File: src/multi_timer_bank_with_expiry_scan_macros.svh
// Assertion macros for the timer bank.
// Used by the top level; relies on signals named clock and reset in scope.
`ifndef MULTI_TIMER_BANK_WITH_EXPIRY_SCAN_MACROS_SVH
`define MULTI_TIMER_BANK_WITH_EXPIRY_SCAN_MACROS_SVH
`ifndef SYNTHESIS
`define MTB_CHECK(label, prop) \
   label: assert property (@(posedge clock) disable iff (reset) prop) \
      else $error("timer bank check failed");
`define MTB_CHECK_ALWAYS(label, prop) \
   label: assert property (@(posedge clock) prop) \
      else $error("timer bank check failed");
`else
`define MTB_CHECK(label, prop)
`define MTB_CHECK_ALWAYS(label, prop)
`endif
`endif

File: src/mtb_pkg.sv
// Types and constants of the timer bank.
// No dependencies; imported by every module of the block.
`default_nettype none
package mtb_pkg;

   localparam int TIME_BITS  = 16;
   localparam int OWNER_BITS = 4;
   localparam int SLOT_BITS  = 3;
   localparam int FUNC_BITS  = 3;
   localparam int KIND_BITS  = 2;
   localparam int COUNT_BITS = 4;
   localparam int FIRE_BITS  = 16;

   localparam logic [FUNC_BITS-1:0] FN_SET_CB  = 3'd0;
   localparam logic [FUNC_BITS-1:0] FN_SET_EV  = 3'd1;
   localparam logic [FUNC_BITS-1:0] FN_RESET   = 3'd2;
   localparam logic [FUNC_BITS-1:0] FN_RESTART = 3'd3;
   localparam logic [FUNC_BITS-1:0] FN_STOP    = 3'd4;
   localparam logic [FUNC_BITS-1:0] FN_POLL    = 3'd5;
   localparam logic [FUNC_BITS-1:0] FN_QUERY   = 3'd6;
   localparam logic [FUNC_BITS-1:0] FN_EXIT    = 3'd7;

   localparam logic [KIND_BITS-1:0] KIND_EXPIRE = 2'd0;
   localparam logic [KIND_BITS-1:0] KIND_ACK    = 2'd1;
   localparam logic [KIND_BITS-1:0] KIND_QUERY  = 2'd2;

   typedef struct packed {
      logic [FUNC_BITS-1:0]  func;
      logic [SLOT_BITS-1:0]  slot;
      logic [TIME_BITS-1:0]  now;
      logic [TIME_BITS-1:0]  ticks;
      logic [OWNER_BITS-1:0] owner_id;
   } mtb_req_type;

   typedef struct packed {
      logic [KIND_BITS-1:0]  kind;
      logic [SLOT_BITS-1:0]  fired_slot;
      logic                  fired_mode;
      logic [OWNER_BITS-1:0] fired_owner;
      logic                  is_active;
      logic [TIME_BITS-1:0]  remaining;
      logic [TIME_BITS-1:0]  expiry_time;
      logic [COUNT_BITS-1:0] pending_count;
      logic [TIME_BITS-1:0]  next_expiry;
      logic [FIRE_BITS-1:0]  fires_total;
      logic                  last;
   } mtb_rsp_type;

   // One list entry as held by a cell of the chain.
   typedef struct packed {
      logic [SLOT_BITS-1:0]  slot;
      logic [TIME_BITS-1:0]  start_time;
      logic [TIME_BITS-1:0]  interval_len;
      logic                  mode;
      logic [OWNER_BITS-1:0] owner;
   } mtb_entry_type;

   typedef enum logic [1:0] {
      CH_HOLD = 2'd0,
      CH_KEEP = 2'd1,
      CH_DROP = 2'd2,
      CH_PUSH = 2'd3
   } mtb_chop_type;

   typedef struct packed {
      mtb_chop_type  op;
      mtb_entry_type new_entry;
   } mtb_ctrl_type;

endpackage
`default_nettype wire

File: src/mtb_cell.sv
// One cell of the arming-order chain: holds a single list entry.
// Depends on mtb_pkg.
`default_nettype none
module mtb_cell import mtb_pkg::*; (
   input  wire logic          clock,
   input  wire mtb_chop_type  op,
   input  wire logic          is_tail,
   input  wire mtb_entry_type from_left,
   input  wire mtb_entry_type from_right,
   input  wire mtb_entry_type from_head,
   output mtb_entry_type      entry
);

   mtb_entry_type entry_ff;
   mtb_entry_type entry_in;

   always_comb begin
      case (op)
         CH_KEEP: entry_in = is_tail ? from_head : from_right;
         CH_DROP: entry_in = from_right;
         CH_PUSH: entry_in = from_left;
         default: entry_in = entry_ff;
      endcase
   end

   always_ff @(posedge clock) begin
      entry_ff <= entry_in;
   end

   assign entry = entry_ff;

endmodule
`default_nettype wire

File: src/mtb_chain.sv
// Row of list cells; position 0 is the most recently armed timer.
// Depends on mtb_pkg and mtb_cell.
`default_nettype none
module mtb_chain import mtb_pkg::*; #(
   parameter int NUM_TIMERS = 8,
   parameter int IDX_W      = 3
) (
   input  wire logic             clock,
   input  wire mtb_ctrl_type     ctrl,
   input  wire logic [IDX_W-1:0] tail_pos,
   output mtb_entry_type         head
);

   mtb_entry_type cell_q [NUM_TIMERS];

   for (genvar j = 0; j < NUM_TIMERS; j++) begin : g_cell
      mtb_entry_type left_w;
      mtb_entry_type right_w;

      if (j == 0) begin : g_first
         assign left_w = ctrl.new_entry;
      end else begin : g_mid_l
         assign left_w = cell_q[j-1];
      end

      if (j == NUM_TIMERS - 1) begin : g_last
         assign right_w = cell_q[j];
      end else begin : g_mid_r
         assign right_w = cell_q[j+1];
      end

      mtb_cell u_cell (
         .clock      (clock),
         .op         (ctrl.op),
         .is_tail    (tail_pos == IDX_W'(j)),
         .from_left  (left_w),
         .from_right (right_w),
         .from_head  (cell_q[0]),
         .entry      (cell_q[j])
      );
   end

   assign head = cell_q[0];

endmodule
`default_nettype wire

File: src/multi_timer_bank_with_expiry_scan.sv
// Bank of one-shot timers with an expiry scan; depends on mtb_pkg, mtb_chain and the
// assertion macro header. Armed timers sit in a chain of cells in arming order, newest at
// the head. Each item walks the live list once, over the timers armed when it is accepted:
// the head cell is examined every cycle that the result side does not stall and is either
// dropped (the chain closes up) or rotated to the tail of the live list, so order is kept.
// Set, reset and restart then push the slot onto the head. Poll gives one item per expired
// timer, in list order, with last on the final one, or a single item if none has expired;
// every other command gives exactly one item. No clearing pass is needed after reset.
`default_nettype none
`include "multi_timer_bank_with_expiry_scan_macros.svh"
module multi_timer_bank_with_expiry_scan import mtb_pkg::*; #(
   parameter int NUM_TIMERS = 8
) (
   input  wire logic  clock,
   input  wire logic  reset,
   input  wire logic  req_valid,
   output logic       req_stall,
   input  wire mtb_req_type req_item,
   output logic       rsp_valid,
   input  wire logic  rsp_stall,
   output mtb_rsp_type rsp_item
);

   localparam int IDX_W = (NUM_TIMERS > 1) ? $clog2(NUM_TIMERS) : 1;
   localparam int CNT_W = $clog2(NUM_TIMERS + 1);

   typedef enum logic [3:0] {
      S_IDLE   = 4'b0001,
      S_WALK   = 4'b0010,
      S_PUSH   = 4'b0100,
      S_FINISH = 4'b1000
   } mtb_state_type;

   mtb_state_type state_ff, state_in;
   mtb_req_type   req_ff, req_in;
   logic [CNT_W-1:0] steps_ff, steps_in;
   logic [CNT_W-1:0] len_ff, len_in;
   logic [FIRE_BITS-1:0] fires_ff, fires_in;
   mtb_rsp_type   pend_ff, pend_in;
   logic          pend_valid_ff, pend_valid_in;
   logic [TIME_BITS-1:0] best_ff, best_in;
   logic [TIME_BITS-1:0] dist_ff, dist_in;
   logic          have_best_ff, have_best_in;
   mtb_rsp_type   rsp_ff, rsp_in;
   logic          rsp_valid_ff, rsp_valid_in;

   // Per-slot record; survives stop and expiry so that reset and restart can re-arm.
   logic [TIME_BITS-1:0]  start_ff [NUM_TIMERS];
   logic [TIME_BITS-1:0]  intv_ff  [NUM_TIMERS];
   logic                  mode_ff  [NUM_TIMERS];
   logic [OWNER_BITS-1:0] owner_ff [NUM_TIMERS];
   logic                  armed_ff [NUM_TIMERS];

   mtb_ctrl_type  ch_ctrl;
   mtb_entry_type head;
   mtb_entry_type new_entry;

   logic             slot_ok;
   logic [IDX_W-1:0] slot_idx;
   logic [IDX_W-1:0] head_idx;
   logic             is_arm;
   logic             is_set;
   logic             head_drop;
   logic [TIME_BITS-1:0] head_elapsed;
   logic [TIME_BITS-1:0] head_exp;
   logic [TIME_BITS-1:0] head_dist;
   logic [TIME_BITS-1:0] q_elapsed;
   logic [TIME_BITS-1:0] q_rem;
   logic             out_free;
   logic             drop_en;
   logic             arm_en;
   mtb_rsp_type      ack_rsp;
   mtb_rsp_type      final_rsp;

   assign slot_ok  = 32'(req_ff.slot) < NUM_TIMERS;
   assign slot_idx = IDX_W'(req_ff.slot);
   assign head_idx = IDX_W'(head.slot);
   assign out_free = !rsp_valid_ff || !rsp_stall;
   assign is_set   = (req_ff.func == FN_SET_CB) || (req_ff.func == FN_SET_EV);
   assign is_arm   = is_set || (req_ff.func == FN_RESET) || (req_ff.func == FN_RESTART);

   // Head cell tests: due check, expiry time and distance from now, all wrapping.
   assign head_elapsed = req_ff.now - head.start_time;
   assign head_exp     = head.start_time + head.interval_len;
   assign head_dist    = head_exp - req_ff.now;

   always_comb begin
      unique case (req_ff.func) inside
         FN_POLL:                                    head_drop = head_elapsed >= head.interval_len;
         FN_EXIT:                                    head_drop = head.owner == req_ff.owner_id;
         FN_SET_CB, FN_SET_EV, FN_RESET, FN_RESTART,
         FN_STOP:                                    head_drop = slot_ok && (head.slot == req_ff.slot);
         default:                                    head_drop = 1'b0;
      endcase
   end

   // Entry pushed onto the head when a slot is armed.
   always_comb begin
      new_entry.slot = req_ff.slot;
      if (req_ff.func == FN_RESET) begin
         new_entry.start_time = start_ff[slot_idx] + intv_ff[slot_idx];
      end else begin
         new_entry.start_time = req_ff.now;
      end
      new_entry.interval_len = is_set ? req_ff.ticks : intv_ff[slot_idx];
      new_entry.mode         = is_set ? req_ff.func[0] : mode_ff[slot_idx];
      new_entry.owner        = is_set ? req_ff.owner_id : owner_ff[slot_idx];
   end

   // Closing results.
   assign q_elapsed = req_ff.now - start_ff[slot_idx];
   assign q_rem     = (armed_ff[slot_idx] && (q_elapsed < intv_ff[slot_idx])) ?
                      intv_ff[slot_idx] - q_elapsed : '0;

   always_comb begin
      ack_rsp               = '0;
      ack_rsp.kind          = KIND_ACK;
      ack_rsp.fired_slot    = req_ff.slot;
      ack_rsp.pending_count = COUNT_BITS'(len_ff);
      ack_rsp.fires_total   = fires_ff;
      ack_rsp.last          = 1'b1;
      if (slot_ok) begin
         ack_rsp.fired_mode  = mode_ff[slot_idx];
         ack_rsp.fired_owner = owner_ff[slot_idx];
         ack_rsp.is_active   = armed_ff[slot_idx];
      end

      final_rsp = ack_rsp;
      if (req_ff.func == FN_POLL) begin
         if (pend_valid_ff) begin
            final_rsp      = pend_ff;
            final_rsp.last = 1'b1;
         end else begin
            final_rsp.fired_slot  = '0;
            final_rsp.fired_mode  = 1'b0;
            final_rsp.fired_owner = '0;
            final_rsp.is_active   = 1'b0;
         end
      end else if (req_ff.func == FN_QUERY) begin
         final_rsp.kind        = KIND_QUERY;
         final_rsp.next_expiry = have_best_ff ? best_ff : '0;
         if (slot_ok) begin
            final_rsp.remaining   = q_rem;
            final_rsp.expiry_time = start_ff[slot_idx] + intv_ff[slot_idx];
         end
      end
   end

   // Sequencer: capture, walk the chain, push, deliver.
   always_comb begin
      state_in      = state_ff;
      req_in        = req_ff;
      steps_in      = steps_ff;
      len_in        = len_ff;
      fires_in      = fires_ff;
      pend_in       = pend_ff;
      pend_valid_in = pend_valid_ff;
      best_in       = best_ff;
      dist_in       = dist_ff;
      have_best_in  = have_best_ff;
      rsp_in        = rsp_ff;
      rsp_valid_in  = rsp_valid_ff && rsp_stall;
      ch_ctrl.op        = CH_HOLD;
      ch_ctrl.new_entry = new_entry;
      drop_en       = 1'b0;
      arm_en        = 1'b0;

      unique case (state_ff)
         S_IDLE: begin
            if (req_valid) begin
               req_in        = req_item;
               steps_in      = len_ff;
               pend_valid_in = 1'b0;
               have_best_in  = 1'b0;
               state_in      = S_WALK;
            end
         end
         S_WALK: begin
            if (steps_ff == '0) begin
               state_in = (is_arm && slot_ok) ? S_PUSH : S_FINISH;
            end else if (out_free) begin
               steps_in = steps_ff - CNT_W'(1);
               if (head_drop) begin
                  ch_ctrl.op = CH_DROP;
                  len_in     = len_ff - CNT_W'(1);
                  drop_en    = 1'b1;
                  if (req_ff.func == FN_POLL) begin
                     fires_in = fires_ff + FIRE_BITS'(1);
                     // Release the previous expiry; hold this one until it is known
                     // whether another follows.
                     if (pend_valid_ff) begin
                        rsp_in       = pend_ff;
                        rsp_valid_in = 1'b1;
                     end
                     pend_in               = '0;
                     pend_in.kind          = KIND_EXPIRE;
                     pend_in.fired_slot    = head.slot;
                     pend_in.fired_mode    = head.mode;
                     pend_in.fired_owner   = head.owner;
                     pend_in.pending_count = COUNT_BITS'(len_ff - CNT_W'(1));
                     pend_in.fires_total   = fires_ff + FIRE_BITS'(1);
                     pend_valid_in         = 1'b1;
                  end
               end else begin
                  ch_ctrl.op = CH_KEEP;
                  // Strict compare: ties stay with the entry met first in the walk.
                  if ((req_ff.func == FN_QUERY) && (!have_best_ff || (head_dist < dist_ff))) begin
                     best_in      = head_exp;
                     dist_in      = head_dist;
                     have_best_in = 1'b1;
                  end
               end
            end
         end
         S_PUSH: begin
            ch_ctrl.op = CH_PUSH;
            len_in     = len_ff + CNT_W'(1);
            arm_en     = 1'b1;
            state_in   = S_FINISH;
         end
         S_FINISH: begin
            if (out_free) begin
               rsp_in       = final_rsp;
               rsp_valid_in = 1'b1;
               state_in     = S_IDLE;
            end
         end
         default: state_in = S_IDLE;
      endcase
   end

   always_ff @(posedge clock) begin
      if (reset) begin
         state_ff      <= S_IDLE;
         len_ff        <= '0;
         fires_ff      <= '0;
         pend_valid_ff <= 1'b0;
         have_best_ff  <= 1'b0;
         rsp_valid_ff  <= 1'b0;
         steps_ff      <= '0;
      end else begin
         state_ff      <= state_in;
         len_ff        <= len_in;
         fires_ff      <= fires_in;
         pend_valid_ff <= pend_valid_in;
         have_best_ff  <= have_best_in;
         rsp_valid_ff  <= rsp_valid_in;
         steps_ff      <= steps_in;
      end
   end

   always_ff @(posedge clock) begin
      req_ff  <= req_in;
      pend_ff <= pend_in;
      best_ff <= best_in;
      dist_ff <= dist_in;
      rsp_ff  <= rsp_in;
   end

   // Slot records: arm writes the addressed slot, a drop clears the head slot's armed bit.
   always_ff @(posedge clock) begin
      if (reset) begin
         for (int k = 0; k < NUM_TIMERS; k++) begin
            start_ff[k] <= '0;
            intv_ff[k]  <= '0;
            mode_ff[k]  <= 1'b0;
            owner_ff[k] <= '0;
            armed_ff[k] <= 1'b0;
         end
      end else if (arm_en) begin
         start_ff[slot_idx] <= new_entry.start_time;
         intv_ff[slot_idx]  <= new_entry.interval_len;
         mode_ff[slot_idx]  <= new_entry.mode;
         owner_ff[slot_idx] <= new_entry.owner;
         armed_ff[slot_idx] <= 1'b1;
      end else if (drop_en) begin
         armed_ff[head_idx] <= 1'b0;
      end
   end

   mtb_chain #(
      .NUM_TIMERS (NUM_TIMERS),
      .IDX_W      (IDX_W)
   ) u_chain (
      .clock    (clock),
      .ctrl     (ch_ctrl),
      .tail_pos (IDX_W'(len_ff - CNT_W'(1))),
      .head     (head)
   );

   assign req_stall = state_ff != S_IDLE;
   assign rsp_valid = rsp_valid_ff;
   assign rsp_item  = rsp_ff;

   `MTB_CHECK(len_in_range_a, len_ff <= CNT_W'(NUM_TIMERS))
   `MTB_CHECK(pend_only_in_poll_a, pend_valid_ff |-> (req_ff.func == FN_POLL))
   `MTB_CHECK(push_has_room_a, (ch_ctrl.op == CH_PUSH) |-> (len_ff < CNT_W'(NUM_TIMERS)))

endmodule
`default_nettype wire
File: config.mk
export PLATFORM = sky130hd
export DESIGN_NAME = multi_timer_bank_with_expiry_scan
export DESIGN_NICKNAME = d
export VERILOG_FILES = /design/src/mtb_pkg.sv /design/src/mtb_cell.sv /design/src/mtb_chain.sv /design/src/multi_timer_bank_with_expiry_scan.sv
export VERILOG_INCLUDE_DIRS = /design/src /design/src/src
export SDC_FILE = /design/constraint.sdc
export NUM_CORES = 2
export LEC_CHECK = 0
export BUFFER_PORTS_ARGS = -buffer_cell sky130_fd_sc_hd__buf_2
export CAP_MARGIN = 20
export CORE_MARGIN = 2
export CORE_UTILIZATION = 65
export DETAILED_ROUTE_END_ITERATION = 10
export GPL_TIMING_DRIVEN = 1
export MAX_ROUTING_LAYER = met4
export PLACE_DENSITY = 0.83
export SYNTH_ARGS = -nofsm -noshare
export SYNTH_HDL_FRONTEND = slang
export SYNTH_HIERARCHICAL = 1
export SYNTH_SLANG_ARGS = --single-unit
File: constraint.sdc
create_clock -name clock -period 14.5 [get_ports clock]
set_input_delay 2.9 -clock clock [delete_from_list [all_inputs] [get_ports clock]]
set_output_delay 2.9 -clock clock [all_outputs]
set_load 0.005 [all_outputs]
# Word level (Yosys, flattened, before mapping)
# Memories as Yosys holds them, arrays and structs flattened. A register that Yosys moved wholly into a read port is not among the register bits.
# Index checks and enable logic that the tools add are counted.
dict set report word_totals {
  ff_bits 533
  memories 5
  ramBits 304
  output_inout_bits 82
  elab_cells 277
  input_bits 46
}
dict set report op_classes {
  n_addsub 10
  muxes 114
  n_lt_le_gt_ge 3
  n_reduce_logical 37
  eq_ne 36
  bitwise 2
}
# name words width rd rd_ports_with_merged_regs wr line
set memory_table {}
lappend memory_table {intv_ff 8 16 1 1 8 multi_timer_bank_with_expiry_scan.sv:49} ;# logic [TIME_BITS-1:0] intv_ff [NUM_TIMERS];
lappend memory_table {start_ff 8 16 1 1 8 multi_timer_bank_with_expiry_scan.sv:48} ;# logic [TIME_BITS-1:0] start_ff [NUM_TIMERS];
lappend memory_table {owner_ff 8 4 1 1 8 multi_timer_bank_with_expiry_scan.sv:51} ;# logic [OWNER_BITS-1:0] owner_ff [NUM_TIMERS];
lappend memory_table {armed_ff 8 1 1 1 8 multi_timer_bank_with_expiry_scan.sv:52} ;# logic armed_ff [NUM_TIMERS];
lappend memory_table {mode_ff 8 1 1 1 8 multi_timer_bank_with_expiry_scan.sv:50} ;# logic mode_ff [NUM_TIMERS];
# op n
set op_table {}
lappend op_table {{one-hot mux 40 bit (3 select lines)} 7}
lappend op_table {{two-way mux 80 bit} 6}
lappend op_table {{two-way mux 40 bit} 8}
lappend op_table {{one-hot mux 80 bit (2 select lines)} 1}
lappend op_table {{two-way mux 16 bit} 8}
lappend op_table {{one-hot mux 40 bit (2 select lines)} 1}
lappend op_table {{two-way mux 32 bit} 2}
lappend op_table {{subtractor 16 bit} 4}
lappend op_table {{two-way mux 4 bit} 13}
lappend op_table {{two-way mux 1 bit} 40}
lappend op_table {{two-way mux 37 bit} 1}
lappend op_table {{two-way mux 3 bit} 11}
lappend op_table {{adder 16 bit} 2}
lappend op_table {{< comparator 16 bit} 2}
lappend op_table {{OR reduction 16 bit} 2}
lappend op_table {{equality test 3 bit, second input constant} 8}
lappend op_table {{inequality test 2 bit, second input constant} 12}
lappend op_table {{two-way mux 9 bit} 2}
lappend op_table {{two-way mux 17 bit} 1}
lappend op_table {{adder 16 x 1 -> 16 bit, second input constant} 1}
lappend op_table {{greater-or-equal comparator 16 bit} 1}
lappend op_table {{one-hot mux 4 bit (2 select lines)} 2}
lappend op_table {{one-hot mux 4 bit (4 select lines)} 1}
lappend op_table {{equality test 3 x 2 -> 1 bit, second input constant} 4}
lappend op_table {{other kinds (33)} 62}

# Longest topological paths before layout
dict set report depth {
  depth_word 13
  ltp_mapped 26
  depth_no_buf 24
}

# By module
# Netlist, hierarchy kept.
# mod cells_per_inst instances area_per_inst_um2 seq_area_each_um2
set modules_own_cells {}
lappend modules_own_cells {multi_timer_bank_with_expiry_scan 2161 1 26379.0 15274.6}
lappend modules_own_cells {mtb_cell 176 8 2577.5 1201.2}
lappend modules_own_cells {mtb_chain 8 1 65.1 0.0}

# Worst setup path before layout
# Ideal clock, no wire load.
dict set report synth_timing {
  kind {reg2reg}
  start {register u_chain.g_cell[0].u_cell.entry_ff (netlist bit u_chain/g_cell[0].u_cell/entry[21])}
  end {register rsp_ff (netlist bit rsp_item[0]) (enable)}
  arrival_ps 7010
  stages_incl_launch_ff 18
  setup_time_ps 519
  slack_ps 6971
  period_less_slack_ps 7529
  path_buffers 0
  required_ps 13981
  path_cell_list {edfxtp_1 > ha_1 > fa_1 > nor2b_1 > o21ai_0 > a21boi_0 > o211ai_1 > a21oi_1 > nor3_1 > o41ai_1 > a21oi_1 > xnor2_1 > ha_1 > nand4_1 > or2_2 > a21oi_1 > a31oi_1 > nor2_1}
}
dict set report synth_between {
  elab_chain_len 5
}
# element line
set synth_rtl {}
lappend synth_rtl {{start: declaration} mtb_cell.sv:14} ;# mtb_entry_type entry_ff;
lappend synth_rtl {{start signal: assignment} mtb_cell.sv:27} ;# entry_ff <= entry_in;
lappend synth_rtl {{subtractor 16 bit} multi_timer_bank_with_expiry_scan.sv:83} ;# assign head_elapsed = req_ff.now - head.start_time;
lappend synth_rtl {{greater-or-equal comparator 16 bit} multi_timer_bank_with_expiry_scan.sv:89} ;# FN_POLL: head_drop = head_elapsed >= head.interval_len;
lappend synth_rtl {{one-hot mux 1 bit (3 select lines)} multi_timer_bank_with_expiry_scan.sv:88} ;# unique case (req_ff.func) inside
lappend synth_rtl {{inequality test 2 bit (no line)} -}
lappend synth_rtl {{AND reduction 7 bit (no line)} -}
lappend synth_rtl {{end signal: assignment} multi_timer_bank_with_expiry_scan.sv:257} ;# rsp_ff <= rsp_in;
lappend synth_rtl {{end: declaration} multi_timer_bank_with_expiry_scan.sv:44} ;# mtb_rsp_type rsp_ff, rsp_in;
# No other way between the ends.
# A chain may end at the register's enable or synchronous reset.

==> metrics.txt <==
outcome completed; Ys Warns 6; crit path kind reg -> reg; worst slew pin tran about 1200 ps; leakage ~0.017 uW; vias in the first global route 30107; Top FF cell, synth edfxtp_1; top-level I/O count between 100 and 150; PostCTS Resize Cnt 0; Rows 98; Storage cell area roughly 25000 sq um; cells after synthesis roughly 3600; setup_tns 0 ps; Setup Skew between 40 and 50 ps; Slew HR roughly 22%; routed wire length between 100 and 150 mm; Synth Register Bits between 800 and 900; Avg Cell Area, Syn around 13 sq um; period utilisation layout 52.2%; Area contributors post-synth edfxtp_1, mux2i_1, mux4_2; drt pass-1 iters 5; WL/cell ~26 um; CP Max Fanout 140; Final min period 7570 ps; max cap viols 0; clock-pin slew on the worst setup and hold paths about 60 ps; fraction of layout instances using a drive strength above 1 roughly an eighth; largest net degree at the start of global routing between 100 and 150; Die Y ~270 um; initial DRC count ~3800; first-pass GRT wire length 181 mm; port buffer count around 130; max-slew violation count 0; Filler cells between 4000 and 5000; Hold/Removal Path Class reg -> reg; number of nets in the layout around 3800; hold-fix buffers at CTS 0; post-synth cell types 80; Critical Path RT ~15000 ps; power density cells approximately 120 nW/um^2; register area share after synthesis between 50% and 60%; top-area cell type share of the netlist area 51.4%; H-tree levels 3; crit path DAT 7950 ps; initial cell density of the core around two thirds; Post-synth ARST share 0%; Mapped Area around 47000 sq um; TritonCTS clock tree done; Remaining DRCs 0; via count approximately 30000; synthesis-to-finish area growth 7.62%; Post-synth EDFFs ~810; Fmax between 0.1 and 0.15 GHz; Hold Vio Cnt, Final 0; Sink Count 840; Total GRT Usage 33.0%; CTS Buf Count between 80 and 90; Peak VDD IR ~0.00010 V; dominant cell type by area after synthesis edfxtp_1; Final GP Congestion ~0.96; setup bufs post-CTS 0; DR vias/cell ~6.5; CTS root buffer clkbuf_16; antenna violations before repair 9; Finished Core Util between 70% and 80%; core area between 70000 and 80000 sq um; Die ar. around 75000 sq um; Detail Placement HPWL between 70 and 80 mm; Multi-input gate area ~20000 sq um; clk_lat worst skew ~680 ps; CP startpoint kind flop; unrepaired setup endpoints after global routing false; syn_nets 3755; Die Wd 273 um; post-route ant nets 0; crit end category flop; Max clock buf depth 3; GR Overflow Total 0; # setup viols final 0
==> cell type report <==
type / count / area share [%]
tap: 950 / 2.35
antenna: 8 / 0.0395
timing repair buffer: 181 / 2.12
inverter: 172 / 1.27
clock buffer: 112 / 4.69
multi-input combinational: 2358 / 39.3
clock inverter: 52 / 1.08
sequential: 840 / 49.1
==> cells in the final DEF (no fill, tap or decap), drive strengths merged, types with 7 or more instances in the layout <==
cell / instances
a21o: 30
nor3: 40
or3: 7
bufinv: 7
nand2: 104
a21boi: 7
dfxtp: 34
or2: 16
clkbuf: 112
and3: 36
nor2b: 16
mux4: 76
edfxtp: 806
o21bai: 8
diode: 8
ha: 126
a21oi: 81
nand3: 15
nor2: 422
inv: 176
xor2: 57
and2: 7
buf: 181
o21ai: 75
mux2: 28
nand2b: 14
a31oi: 9
o21a: 22
clkinv: 39
mux2i: 1004
xnor2: 55
nand4: 15
==> metrics by stage <==
step | power (uW) | worst slack [ps] | instances | hold slack, ps | cell area [sq um]
2_1_floorplan | 3370 | 6970 | 3577 | 474 | 47100
3_3_place_gp | 3620 | 6540 | 4500 | 500 | 47700
3_5_place_dp | 3640 | 6380 | 4500 | 511 | 47700
4_1_cts | 5900 | 6370 | 4664 | 508 | 50600
5_1_grt | 6070 | 6440 | 4672 | 532 | 50600
6_report | 5910 | 6930 | 4673 | 507 | 50700
==> routing by layer <==
| metal | track usage, % | up-vias | routed length, um |
|---|---|---|---|
| met5 | - | - | 0 |
| met4 | 13.9 | 0 | 4810 |
| met3 | 5.32 | 275 | 10600 |
| met2 | 51.1 | 1582 | 56900 |
| met1 | 43.6 | 14963 | 47800 |
| li1 | - | 13419 | - |
==> cell usage after synthesis, types with 5 or more instances <==
| master | instances |
|---|---|
| a21boi_0 | 7 |
| a21o_1 | 30 |
| a21oi_1 | 79 |
| a31oi_1 | 9 |
| and2_1 | 6 |
| and3_1 | 35 |
| buf_1 | 10 |
| buf_12 | 32 |
| buf_2 | 52 |
| buf_4 | 9 |
| buf_6 | 41 |
| clkbuf_1 | 63 |
| dfxtp_1 | 34 |
| edfxtp_1 | 806 |
| fa_1 | 6 |
| ha_1 | 126 |
| inv_1 | 172 |
| mux2_2 | 28 |
| mux2i_1 | 1003 |
| mux4_2 | 76 |
| nand2_1 | 103 |
| nand2b_1 | 14 |
| nand3_1 | 15 |
| nand3b_1 | 5 |
| nand4_1 | 15 |
| nor2_1 | 421 |
| nor2b_1 | 16 |
| nor3_1 | 40 |
| nor3b_1 | 6 |
| nor4_1 | 5 |
| o21a_1 | 22 |
| o21ai_0 | 50 |
| o21ai_1 | 25 |
| o21bai_1 | 8 |
| o31ai_1 | 6 |
| or2_2 | 16 |
| or3_1 | 6 |
| xnor2_1 | 54 |
| xor2_1 | 57 |
==> final timing paths <==
path / depth (start not counted) / from / slack (ps) / endpoint
worst max-delay path: 21 / u_chain/g_cell[0].u_cell/entry[21] / 6930 / u_chain/g_cell[3].u_cell/entry[5]
worst min-delay path: 1 / fires_ff[0] / 510 / pend_ff[1]
worst max register to register: 21 / u_chain/g_cell[0].u_cell/entry[21] / 6930 / u_chain/g_cell[3].u_cell/entry[5]
worst min register to register: 1 / fires_ff[0] / 510 / pend_ff[1]
==> critical path, stage by stage (launching register included) <==
cell,delay [ps]
edfxtp_1,550
ha_1,300
fa_1,410
nor2b_1,140
o21ai_0,110
a21boi_0,320
o211ai_1,160
a21oi_1,230
nor3_1,100
or3_1,390
xnor2_1,150
ha_1,200
a21o_1,190
a21o_1,170
a21oi_1,500
a21oi_1,320
o31ai_4,390
buf_4,460
buf_12,730
buf_4,850
mux2i_1,320
mux2i_1,100
==> cell families (layout without fill, tap and decap cells) <==
kind of cell | count (synthesis) | after routing | synth area share (%)
buf+inv | 379 | 517 | 4.99
fa+ha+maj | 132 | 132 | 3.60
other cells | 0 | 8 | 0
mux | 1108 | 1108 | 25.7
simple gates | 724 | 724 | 6.89
compound gates | 282 | 282 | 3.87
flops | 840 | 840 | 52.9
xor+xnor | 112 | 112 | 2.10
==> where the power goes <==
group,internal (uW),switching [uW]
registers,2690,42.8
clock network,1300,990
logic,323,570
total,4310,1600
==> sequential cells by signal, indices dropped and copies added (netlist names), 28 cells and up, named ones only <==
register                     flops
u_chain/g_cell.u_cell/entry    320
rsp_item                        80
intv_ff                        128
owner_ff                        32
req_ff                          39
start_ff                       128
pend_ff                         28
Power figures use the tool's default switching activity.
